===== src/hw/rtl/tsrd_pkg.sv =====
// Shared types and constants for the timestamp response deframer.
// Used by every module of the block; no dependencies of its own.
package tsrd_pkg;

  localparam int unsigned MAX_RESPONSE_BYTES = 65536;
  localparam int unsigned CNT_W = $clog2(MAX_RESPONSE_BYTES + 1);

  // command codes
  localparam logic [1:0] CMD_BYTE  = 2'd0;
  localparam logic [1:0] CMD_CLOSE = 2'd1;
  localparam logic [1:0] CMD_NEW   = 2'd2;

  // outcome codes
  localparam logic [3:0] OC_SUCCESS    = 4'd0;
  localparam logic [3:0] OC_ERRMSG     = 4'd1;
  localparam logic [3:0] OC_POLL       = 4'd2;
  localparam logic [3:0] OC_NEGPOLL    = 4'd3;
  localparam logic [3:0] OC_PARTIAL    = 4'd4;
  localparam logic [3:0] OC_UNEXPECTED = 4'd5;
  localparam logic [3:0] OC_MALFORMED  = 4'd6;
  localparam logic [3:0] OC_PREMATURE  = 4'd7;
  localparam logic [3:0] OC_ZEROLEN    = 4'd8;
  localparam logic [3:0] OC_TOOLARGE   = 4'd9;

  // frame flag values
  localparam logic [7:0] FLAG_POLLREP  = 8'h01;
  localparam logic [7:0] FLAG_NEGPOLL  = 8'h03;
  localparam logic [7:0] FLAG_PARTIAL  = 8'h04;
  localparam logic [7:0] FLAG_SUCCESS  = 8'h05;
  localparam logic [7:0] FLAG_ERRMSG   = 8'h06;

  // configuration register indexes
  localparam logic [1:0] REG_AFTER = 2'd0;
  localparam logic [1:0] REG_BASE  = 2'd1;
  localparam logic [1:0] REG_MAX   = 2'd2;

  localparam logic [3:0] MAX_SHIFT = 4'd9;

  typedef struct packed {
    logic [1:0] command;
    logic [7:0] rx_byte;
  } item_t;

  typedef struct packed {
    logic [7:0]  backoff_after_polls;
    logic [7:0]  backoff_base_sec;
    logic [11:0] max_interval_sec;
  } cfg_t;

  typedef struct packed {
    logic [3:0]  outcome;
    logic [7:0]  frame_flag;
    logic [15:0] payload_length;
    logic [31:0] poll_reference;
    logic [11:0] poll_delay_sec;
  } result_t;

endpackage


===== src/hw/rtl/tsrd_in_stage.sv =====
// Input register of the deframer: holds one request until the core takes it.
// Depends on tsrd_pkg.
module tsrd_in_stage
  import tsrd_pkg::*;
(
  input  logic  clk_i,
  input  logic  rst_ni,
  input  logic  in_valid_i,
  output logic  in_ready_o,
  input  item_t in_item_i,
  input  logic  take_i,
  output logic  item_valid_o,
  output item_t item_o
);

  logic  valid_q, valid_d;
  item_t item_q;

  assign in_ready_o = !valid_q || take_i;

  always_comb begin
    valid_d = valid_q;
    if (in_ready_o) begin
      valid_d = in_valid_i;
    end
  end

  always_ff @(posedge clk_i or negedge rst_ni) begin
    if (!rst_ni) begin
      valid_q <= 1'b0;
    end else begin
      valid_q <= valid_d;
    end
  end

  always_ff @(posedge clk_i) begin
    if (in_ready_o && in_valid_i) begin
      item_q <= in_item_i;
    end
  end

  assign item_valid_o = valid_q;
  assign item_o       = item_q;

endmodule


===== src/hw/rtl/tsrd_poll_delay.sv =====
// Poll delay: check-back time with a doubling floor past the poll threshold,
// capped at the configured maximum. Depends on tsrd_pkg.
module tsrd_poll_delay
  import tsrd_pkg::*;
(
  input  cfg_t        cfg_i,
  input  logic [7:0]  polls_i,
  input  logic [31:0] check_back_i,
  output logic [11:0] delay_o
);

  logic        past_thr;
  logic [7:0]  over;
  logic [3:0]  shamt;
  logic [16:0] floor_sec;
  logic [31:0] floored;

  always_comb begin
    past_thr  = polls_i > cfg_i.backoff_after_polls;
    over      = polls_i - cfg_i.backoff_after_polls - 8'd1;
    shamt     = (over > 8'(MAX_SHIFT)) ? MAX_SHIFT : over[3:0];
    floor_sec = {9'd0, cfg_i.backoff_base_sec} << shamt;
    floored   = check_back_i;
    if (past_thr && ({15'd0, floor_sec} > check_back_i)) begin
      floored = {15'd0, floor_sec};
    end
    if (floored > {20'd0, cfg_i.max_interval_sec}) begin
      delay_o = cfg_i.max_interval_sec;
    end else begin
      delay_o = floored[11:0];
    end
  end

endmodule


===== src/hw/rtl/tsrd_frame_core.sv =====
// Frame state and classification: byte counting, field capture, close
// handling and poll bookkeeping. Depends on tsrd_pkg and tsrd_poll_delay.
module tsrd_frame_core
  import tsrd_pkg::*;
(
  input  logic    clk_i,
  input  logic    rst_ni,
  input  logic    en_i,
  input  item_t   item_i,
  input  cfg_t    cfg_i,
  output logic    res_valid_o,
  output result_t res_o
);

  logic             active_q, active_d;
  logic [CNT_W-1:0] count_q, count_d;
  logic [31:0]      flen_q, flen_d;
  logic [7:0]       flag_q, flag_d;
  logic [31:0]      ref_q, ref_d;
  logic [31:0]      cb_q, cb_d;
  logic [7:0]       polls_q, polls_d;

  logic [7:0]  polls_inc;
  logic [11:0] delay;
  logic [3:0]  class_oc;
  logic [31:0] flen_m1;
  logic [15:0] plen;
  logic [7:0]  flag_out;
  logic        have_len;

  assign polls_inc = (polls_q == 8'hFF) ? polls_q : polls_q + 8'd1;

  tsrd_poll_delay u_delay (
    .cfg_i       (cfg_i),
    .polls_i     (polls_inc),
    .check_back_i(cb_q),
    .delay_o     (delay)
  );

  always_comb begin
    have_len = count_q >= CNT_W'(4);
    flen_m1  = flen_q - 32'd1;
    plen     = 16'd0;
    if (have_len && (flen_q != 32'd0)) begin
      plen = (|flen_m1[31:16]) ? 16'hFFFF : flen_m1[15:0];
    end
    flag_out = (count_q >= CNT_W'(5)) ? flag_q : 8'd0;

    if (!have_len) begin
      class_oc = OC_PREMATURE;
    end else if (flen_q == 32'd0) begin
      class_oc = OC_ZEROLEN;
    end else if ({{(33-CNT_W){1'b0}}, count_q} < ({1'b0, flen_q} + 33'd4)) begin
      class_oc = OC_PREMATURE;
    end else begin
      case (flag_q)
        FLAG_SUCCESS: class_oc = OC_SUCCESS;
        FLAG_ERRMSG:  class_oc = OC_ERRMSG;
        FLAG_POLLREP: class_oc = (flen_q < 32'd9) ? OC_MALFORMED : OC_POLL;
        FLAG_NEGPOLL: class_oc = OC_NEGPOLL;
        FLAG_PARTIAL: class_oc = OC_PARTIAL;
        default:      class_oc = OC_UNEXPECTED;
      endcase
    end
  end

  always_comb begin
    active_d = active_q;
    count_d  = count_q;
    flen_d   = flen_q;
    flag_d   = flag_q;
    ref_d    = ref_q;
    cb_d     = cb_q;
    polls_d  = polls_q;
    res_valid_o          = 1'b0;
    res_o.outcome        = class_oc;
    res_o.frame_flag     = flag_out;
    res_o.payload_length = plen;
    res_o.poll_reference = 32'd0;
    res_o.poll_delay_sec = 12'd0;

    if (en_i) begin
      if (item_i.command == CMD_NEW) begin
        active_d = 1'b1;
        count_d  = '0;
        flen_d   = 32'd0;
        flag_d   = 8'd0;
        ref_d    = 32'd0;
        cb_d     = 32'd0;
        polls_d  = 8'd0;
      end else if (active_q && item_i.command == CMD_BYTE) begin
        if (count_q >= CNT_W'(MAX_RESPONSE_BYTES)) begin
          res_valid_o   = 1'b1;
          res_o.outcome = OC_TOOLARGE;
          active_d      = 1'b0;
        end else begin
          // capture position follows the byte count only
          if (count_q < CNT_W'(4)) begin
            flen_d = {flen_q[23:0], item_i.rx_byte};
          end else if (count_q == CNT_W'(4)) begin
            flag_d = item_i.rx_byte;
          end else if (count_q < CNT_W'(9)) begin
            ref_d = {ref_q[23:0], item_i.rx_byte};
          end else if (count_q < CNT_W'(13)) begin
            cb_d = {cb_q[23:0], item_i.rx_byte};
          end
          count_d = count_q + CNT_W'(1);
        end
      end else if (active_q && item_i.command == CMD_CLOSE) begin
        res_valid_o = 1'b1;
        if (class_oc == OC_POLL) begin
          polls_d              = polls_inc;
          res_o.poll_reference = ref_q;
          res_o.poll_delay_sec = delay;
          count_d = '0;
          flen_d  = 32'd0;
          flag_d  = 8'd0;
          ref_d   = 32'd0;
          cb_d    = 32'd0;
        end else begin
          active_d = 1'b0;
        end
      end
    end
  end

  always_ff @(posedge clk_i or negedge rst_ni) begin
    if (!rst_ni) begin
      active_q <= 1'b1;
      count_q  <= '0;
      flen_q   <= 32'd0;
      flag_q   <= 8'd0;
      ref_q    <= 32'd0;
      cb_q     <= 32'd0;
      polls_q  <= 8'd0;
    end else begin
      active_q <= active_d;
      count_q  <= count_d;
      flen_q   <= flen_d;
      flag_q   <= flag_d;
      ref_q    <= ref_d;
      cb_q     <= cb_d;
      polls_q  <= polls_d;
    end
  end

endmodule


===== src/hw/rtl/timestamp_tcp_response_deframer_core.sv =====
// Timestamp response deframer, top level: input register, frame core,
// result register and configuration registers. Depends on tsrd_pkg.
// Requests pass the input register and the core; results leave the result
// register. Throughput: one request per cycle, single-pass core, unless stalled.
// Reset: asynchronous, active low; returns to receiving with empty captures,
// zero poll count and default configuration (after 8, base 1 s, max 300 s).
module timestamp_tcp_response_deframer_core
  import tsrd_pkg::*;
(
  input  logic        clk_i,
  input  logic        rst_ni,
  input  logic        s_axis_tvalid,
  output logic        s_axis_tready,
  input  logic [7:0]  s_axis_tdata,   // [7:0] rx_byte
  input  logic [1:0]  s_axis_tuser,   // [1:0] command
  output logic        m_axis_tvalid,
  input  logic        m_axis_tready,
  // [7:0] frame_flag, [23:8] payload_length, [55:24] poll_reference,
  // [67:56] poll_delay_sec, [71:68] zero
  output logic [71:0] m_axis_tdata,
  output logic [3:0]  m_axis_tuser,   // [3:0] outcome
  input  logic        cfg_we_i,
  input  logic [1:0]  cfg_idx_i,
  input  logic [11:0] cfg_data_i
);

  cfg_t    cfg_q, cfg_d;
  item_t   in_item, cur_item;
  logic    cur_valid, advance;
  logic    core_valid;
  result_t core_res;
  logic    out_valid_q, out_valid_d;
  result_t out_res_q;

  always_comb begin
    cfg_d = cfg_q;
    if (cfg_we_i) begin
      unique case (cfg_idx_i)
        REG_AFTER: cfg_d.backoff_after_polls = cfg_data_i[7:0];
        REG_BASE:  cfg_d.backoff_base_sec    = cfg_data_i[7:0];
        REG_MAX:   cfg_d.max_interval_sec    = cfg_data_i;
        default:   cfg_d = cfg_q;
      endcase
    end
  end

  always_ff @(posedge clk_i or negedge rst_ni) begin
    if (!rst_ni) begin
      cfg_q.backoff_after_polls <= 8'd8;
      cfg_q.backoff_base_sec    <= 8'd1;
      cfg_q.max_interval_sec    <= 12'd300;
    end else begin
      cfg_q <= cfg_d;
    end
  end

  assign in_item.command = s_axis_tuser;
  assign in_item.rx_byte = s_axis_tdata;

  // the core moves whenever the result register is free or being drained
  assign advance = !out_valid_q || m_axis_tready;

  tsrd_in_stage u_in (
    .clk_i       (clk_i),
    .rst_ni      (rst_ni),
    .in_valid_i  (s_axis_tvalid),
    .in_ready_o  (s_axis_tready),
    .in_item_i   (in_item),
    .take_i      (advance),
    .item_valid_o(cur_valid),
    .item_o      (cur_item)
  );

  tsrd_frame_core u_core (
    .clk_i      (clk_i),
    .rst_ni     (rst_ni),
    .en_i       (cur_valid && advance),
    .item_i     (cur_item),
    .cfg_i      (cfg_q),
    .res_valid_o(core_valid),
    .res_o      (core_res)
  );

  always_comb begin
    out_valid_d = out_valid_q;
    if (advance) begin
      out_valid_d = cur_valid && core_valid;
    end
  end

  always_ff @(posedge clk_i or negedge rst_ni) begin
    if (!rst_ni) begin
      out_valid_q <= 1'b0;
    end else begin
      out_valid_q <= out_valid_d;
    end
  end

  always_ff @(posedge clk_i) begin
    if (advance && cur_valid && core_valid) begin
      out_res_q <= core_res;
    end
  end

  assign m_axis_tvalid = out_valid_q;
  assign m_axis_tuser  = out_res_q.outcome;
  assign m_axis_tdata  = {4'd0, out_res_q.poll_delay_sec, out_res_q.poll_reference,
                          out_res_q.payload_length, out_res_q.frame_flag};

endmodule


===== config.mk =====
export PLATFORM = sky130hd
export DESIGN_NAME = timestamp_tcp_response_deframer_core
export DESIGN_NICKNAME = d
export VERILOG_FILES = /design/src/hw/rtl/tsrd_pkg.sv /design/src/hw/rtl/tsrd_in_stage.sv /design/src/hw/rtl/tsrd_poll_delay.sv /design/src/hw/rtl/tsrd_frame_core.sv /design/src/hw/rtl/timestamp_tcp_response_deframer_core.sv
export SDC_FILE = /design/constraint.sdc
export NUM_CORES = 1
export LEC_CHECK = 0
export BUFFER_PORTS_ARGS = -buffer_cell sky130_fd_sc_hd__buf_4
export CORE_MARGIN = 1.5
export CORE_UTILIZATION = 50
export DETAILED_ROUTE_END_ITERATION = 12
export PLACE_DENSITY = 0.72
export SLEW_MARGIN = 20
export SYNTH_ARGS = -nofsm -noshare
export SYNTH_HDL_FRONTEND = slang
export SYNTH_HIERARCHICAL = 1
export SYNTH_SLANG_ARGS = --single-unit

===== constraint.sdc =====
create_clock -name clk_i -period 9.25 [get_ports clk_i]
set_clock_uncertainty 0.1 [all_clocks]
set_input_delay 0.4625 -clock clk_i [delete_from_list [all_inputs] [get_ports clk_i]]
set_output_delay 0.4625 -clock clk_i [all_outputs]
set_load 0.02 [all_outputs]

==> results by group <==
Synthesis
  – Post-Syn Instances: 1253
  – Share of the synthesized area in the top cell type: 0.2857
  – Synth top area cells: dfrtp_1, edfxtp_1, ha_1, a22o_1, mux2_2
  – Post-synth EDFFs: 82
  – Cell variety after synth: 96
  – Synth Flop Type: dfrtp_1
  – Warnings, synthesis: 6
  – Synth area leader: dfrtp_1
  – Asr flop ratio synth: 0.6612
  – Register area share after synthesis: 0.4832
  – Post-Syn Area per Cell: 10.69 sq um
  – Mapped Area: 0.01340 sq mm
  – Register bit total from synthesis: 242

Worst setup path
  – R2R Setup Slk: 0.72 ns
  – Worst Reg2Reg Path Length in Cells: 28
  – Crit-path leading delay family: compound AO/OA/AOI/OAI gates
  – R2r startpoint: u_core/polls_q[1]
  – WP data required: 9.43 ns
  – Arrival @ worst endpoint: 8.72 ns
  – Critical path capture point type: flip-flop
  – CP max stage delay: 0.68 ns
  – Slowest cell on crit path: fa_1
  – Critical-path maximum fanout: 18
  – CP Launch Type: flip-flop
  – Kind of critical path: flip-flop to flip-flop
  – RR Endpoint: m_axis_tdata[60]
  – Buf+Inv Stages, Crit Path: 0

STA
  – RSZ-0062 raised after global routing: no
  – Setup violations, final: 0
  – Final worst path period share: 0.9226
  – Final WS setup: 0.7163 ns
  – Final hold vios: 0
  – Setup Total Neg Slack: 0 ns
  – Final min period: 8.534 ns
  – Worst-Margin Slew: 1.006 ns
  – Max Freq: 117.2 MHz
  – Final count of pins violating max slew: 0
  – Max_slew headroom: 0.3293

Die
  – Die area: 0.02779 sq mm
  – I/O pin count: 107
  – Initial Util: 0.5113
  – Die Span X: 166.7 microns
  – Die H: 166.7 microns
  – FP Rows: 59
  – Core ar.: 0.02621 sq mm

Global routing
  – Vias in the first global route: 9835
  – M2 GR Usage: 0.3789
  – Largest net degree at the start of global routing: 108
  – Top Usage Layer GRT: met2
  – Total track usage: 0.2349
  – Total gr overflow: 0
  – First-pass GRT wire length: 52840 microns
  – Initial antenna violation count: 1
  – Met1 usage: 0.3353
  – Global Route met3 Usage: 0.03398

Place
  – Post-detail-place hpwl: 22830 microns
  – Pre-CTS setup slack: 0.5162 ns
  – Port buffer count: 102
  – GP Congestion: 0.9173
  – # placed instances: 1633

Layout
  – Non-Filler Instances: 1688
  – Share of cells above drive strength 1: 0.1863
  – Final #Nets: 1425
  – Antenna diodes: 0
  – Area Overhead vs Synth: 14.08%

Routing
  – Vias: 10150
  – Post-route ant nets: 0
  – Initial DRC Count: 760
  – Wirelength, routed: 32310 microns
  – DR WL/cell: 19.14 microns
  – Via/cell ratio: 6.014
  – DRC viols: 11
  – Drt first pass iters: 10

Hold path
  – Hold Path End: u_in/item_o[0]
  – Hold Crit Class: input port to flip-flop
  – Hold Crit Start: s_axis_tdata[0]
  – Worst hold path depth: 1

Status
  – Failing checks: design-rule violations
  – Run status: finished, violations left

CTS
  – Clock transition at path regs: 0.06 ns
  – CTS tree: done
  – Postcts setup bufs: 0
  – Num Clock Sinks: 242
  – Clock root buffer: clkbuf_16
  – Clock Latency Late Sink: 0.54 ns
  – Htree depth: 1
  – Longest Clk Path Bufs: 3
  – CTS Buf Count: 26

Pwr
  – Worst vdd ir: 0.1368 mV
  – Leakage: 0.006713 uW
  – Power per cell area: 179.9 mW/mm^2

Job
  – Max Cap Viol: 0
[registers in the layout, indices dropped and copies added, names as in the netlist, 8 cells and up]
register and flops:
u_core/ref_q 32, u_core/count_q 17, cfg_q 28, u_core/polls_q 8, u_core/flen_q 32, u_core/cb_q 32, m_axis_tdata 68, u_in/item_o 10
u_core/flag_q 8
[power by group]
part	internal, uW	total [uW]	switching, uW
clock	586	1020	429
combinational	210	517	307
sequential	1150	1220	62.2
total	1950	2750	799
[worst max-delay path by stage]
stage	from	end	slack (ns)	depth (start not counted)
2_1_floorplan	u_core/polls_q[0]	m_axis_tdata[58]	2.06	36
3_3_place_gp	u_core/polls_q[1]	m_axis_tdata[67]	0.69	28
3_5_place_dp	u_core/polls_q[1]	m_axis_tdata[57]	0.52	28
4_1_cts	u_core/polls_q[1]	m_axis_tdata[57]	0.49	28
5_1_grt	u_core/polls_q[1]	m_axis_tdata[65]	0.03	28
6_report	u_core/polls_q[1]	m_axis_tdata[60]	0.72	28
[cell type report]
| cell class | count | area, sq um |
|---|---|---|
| fillers | 2196 | 10920 |
| flip-flops and latches | 242 | 6475 |
| multi-input cells | 883 | 6374 |
| repair buffers | 120 | 939.7 |
| clock buffers | 37 | 774.5 |
| well taps | 335 | 419.2 |
| inverters | 60 | 225.2 |
| clock inverters | 11 | 78.83 |
[worst register-to-register path: cells and delay by family (launching register included)]
kind / cells / cell delay [ns]
mux: 2 / 0.82
flops: 1 / 0.38
simple gates: 6 / 1.53
fa+ha+maj: 5 / 1.84
compound gates: 14 / 3.32
xor+xnor: 1 / 0.29
[routing by layer]
layer,wire length (microns),share of wire,vias up
met1,15010,0.46,5009
met2,14820,0.46,301
li1,-,-,4793
met3,1898,0.059,49
met5,0,0,-
met4,594,0.018,0
[cells in the mapped netlist, types with 39 or more instances]
master,instances
a21oi_1,58
a22o_1,84
and2_1,54
dfrtp_1,153
edfxtp_1,82
ha_1,62
inv_1,60
mux2_2,43
nand2_1,90
nand3_1,39
nor2_1,62
o21ai_0,46
[repair_timing]
action / 4_1_cts / 5_1_grt
endpoints found under the setup margin: 0 / 11
hold endpoints to repair: 17 / 0
resized for setup: 0 / 1
hold buffers: 6 / 0
[kinds of logic (layout without fill, tap and decap cells)]
group,Yosys count,count (layout),share of synthesized area
flops,242,242,0.4832
mux,59,59,0.05145
fa+ha+maj,63,63,0.05939
buf+inv,131,228,0.04408
other cells,1,4,0.0002799
xor+xnor,42,42,0.02745
simple gates,418,418,0.1715
compound gates,297,297,0.1626
[per-stage QoR]
step / instance area (sq um) / power [uW] / hold WS (ns) / utilization
after floorplan: 13410 / 1606 / 0.06691 / -
after global placement: 14330 / 1733 / 0.3762 / 0.5469
after detailed placement: 14330 / 1740 / 0.3838 / 0.5469
after CTS: 15240 / 2766 / 0.003753 / 0.5817
after global routing: 15290 / 2884 / 0.0001363 / 0.5833
final: 15290 / 2749 / 0.02740 / 0.5833
[cell usage in the layout, fill, tap and decap left out, drive strengths merged, types with 30 or more instances in the layout]
cell    netlist  routed
a21oi        58      58
a22o         84      84
and2         55      55
buf          33     114
clkbuf       38      37
dfrtp       153     153
edfxtp       82      82
ha           62      62
inv          60      60
mux2         52      52
nand2        90      90
nand3        39      39
nor2         64      64
nor3         30      30
o21ai        53      53
Power figures use the tool's default switching activity.
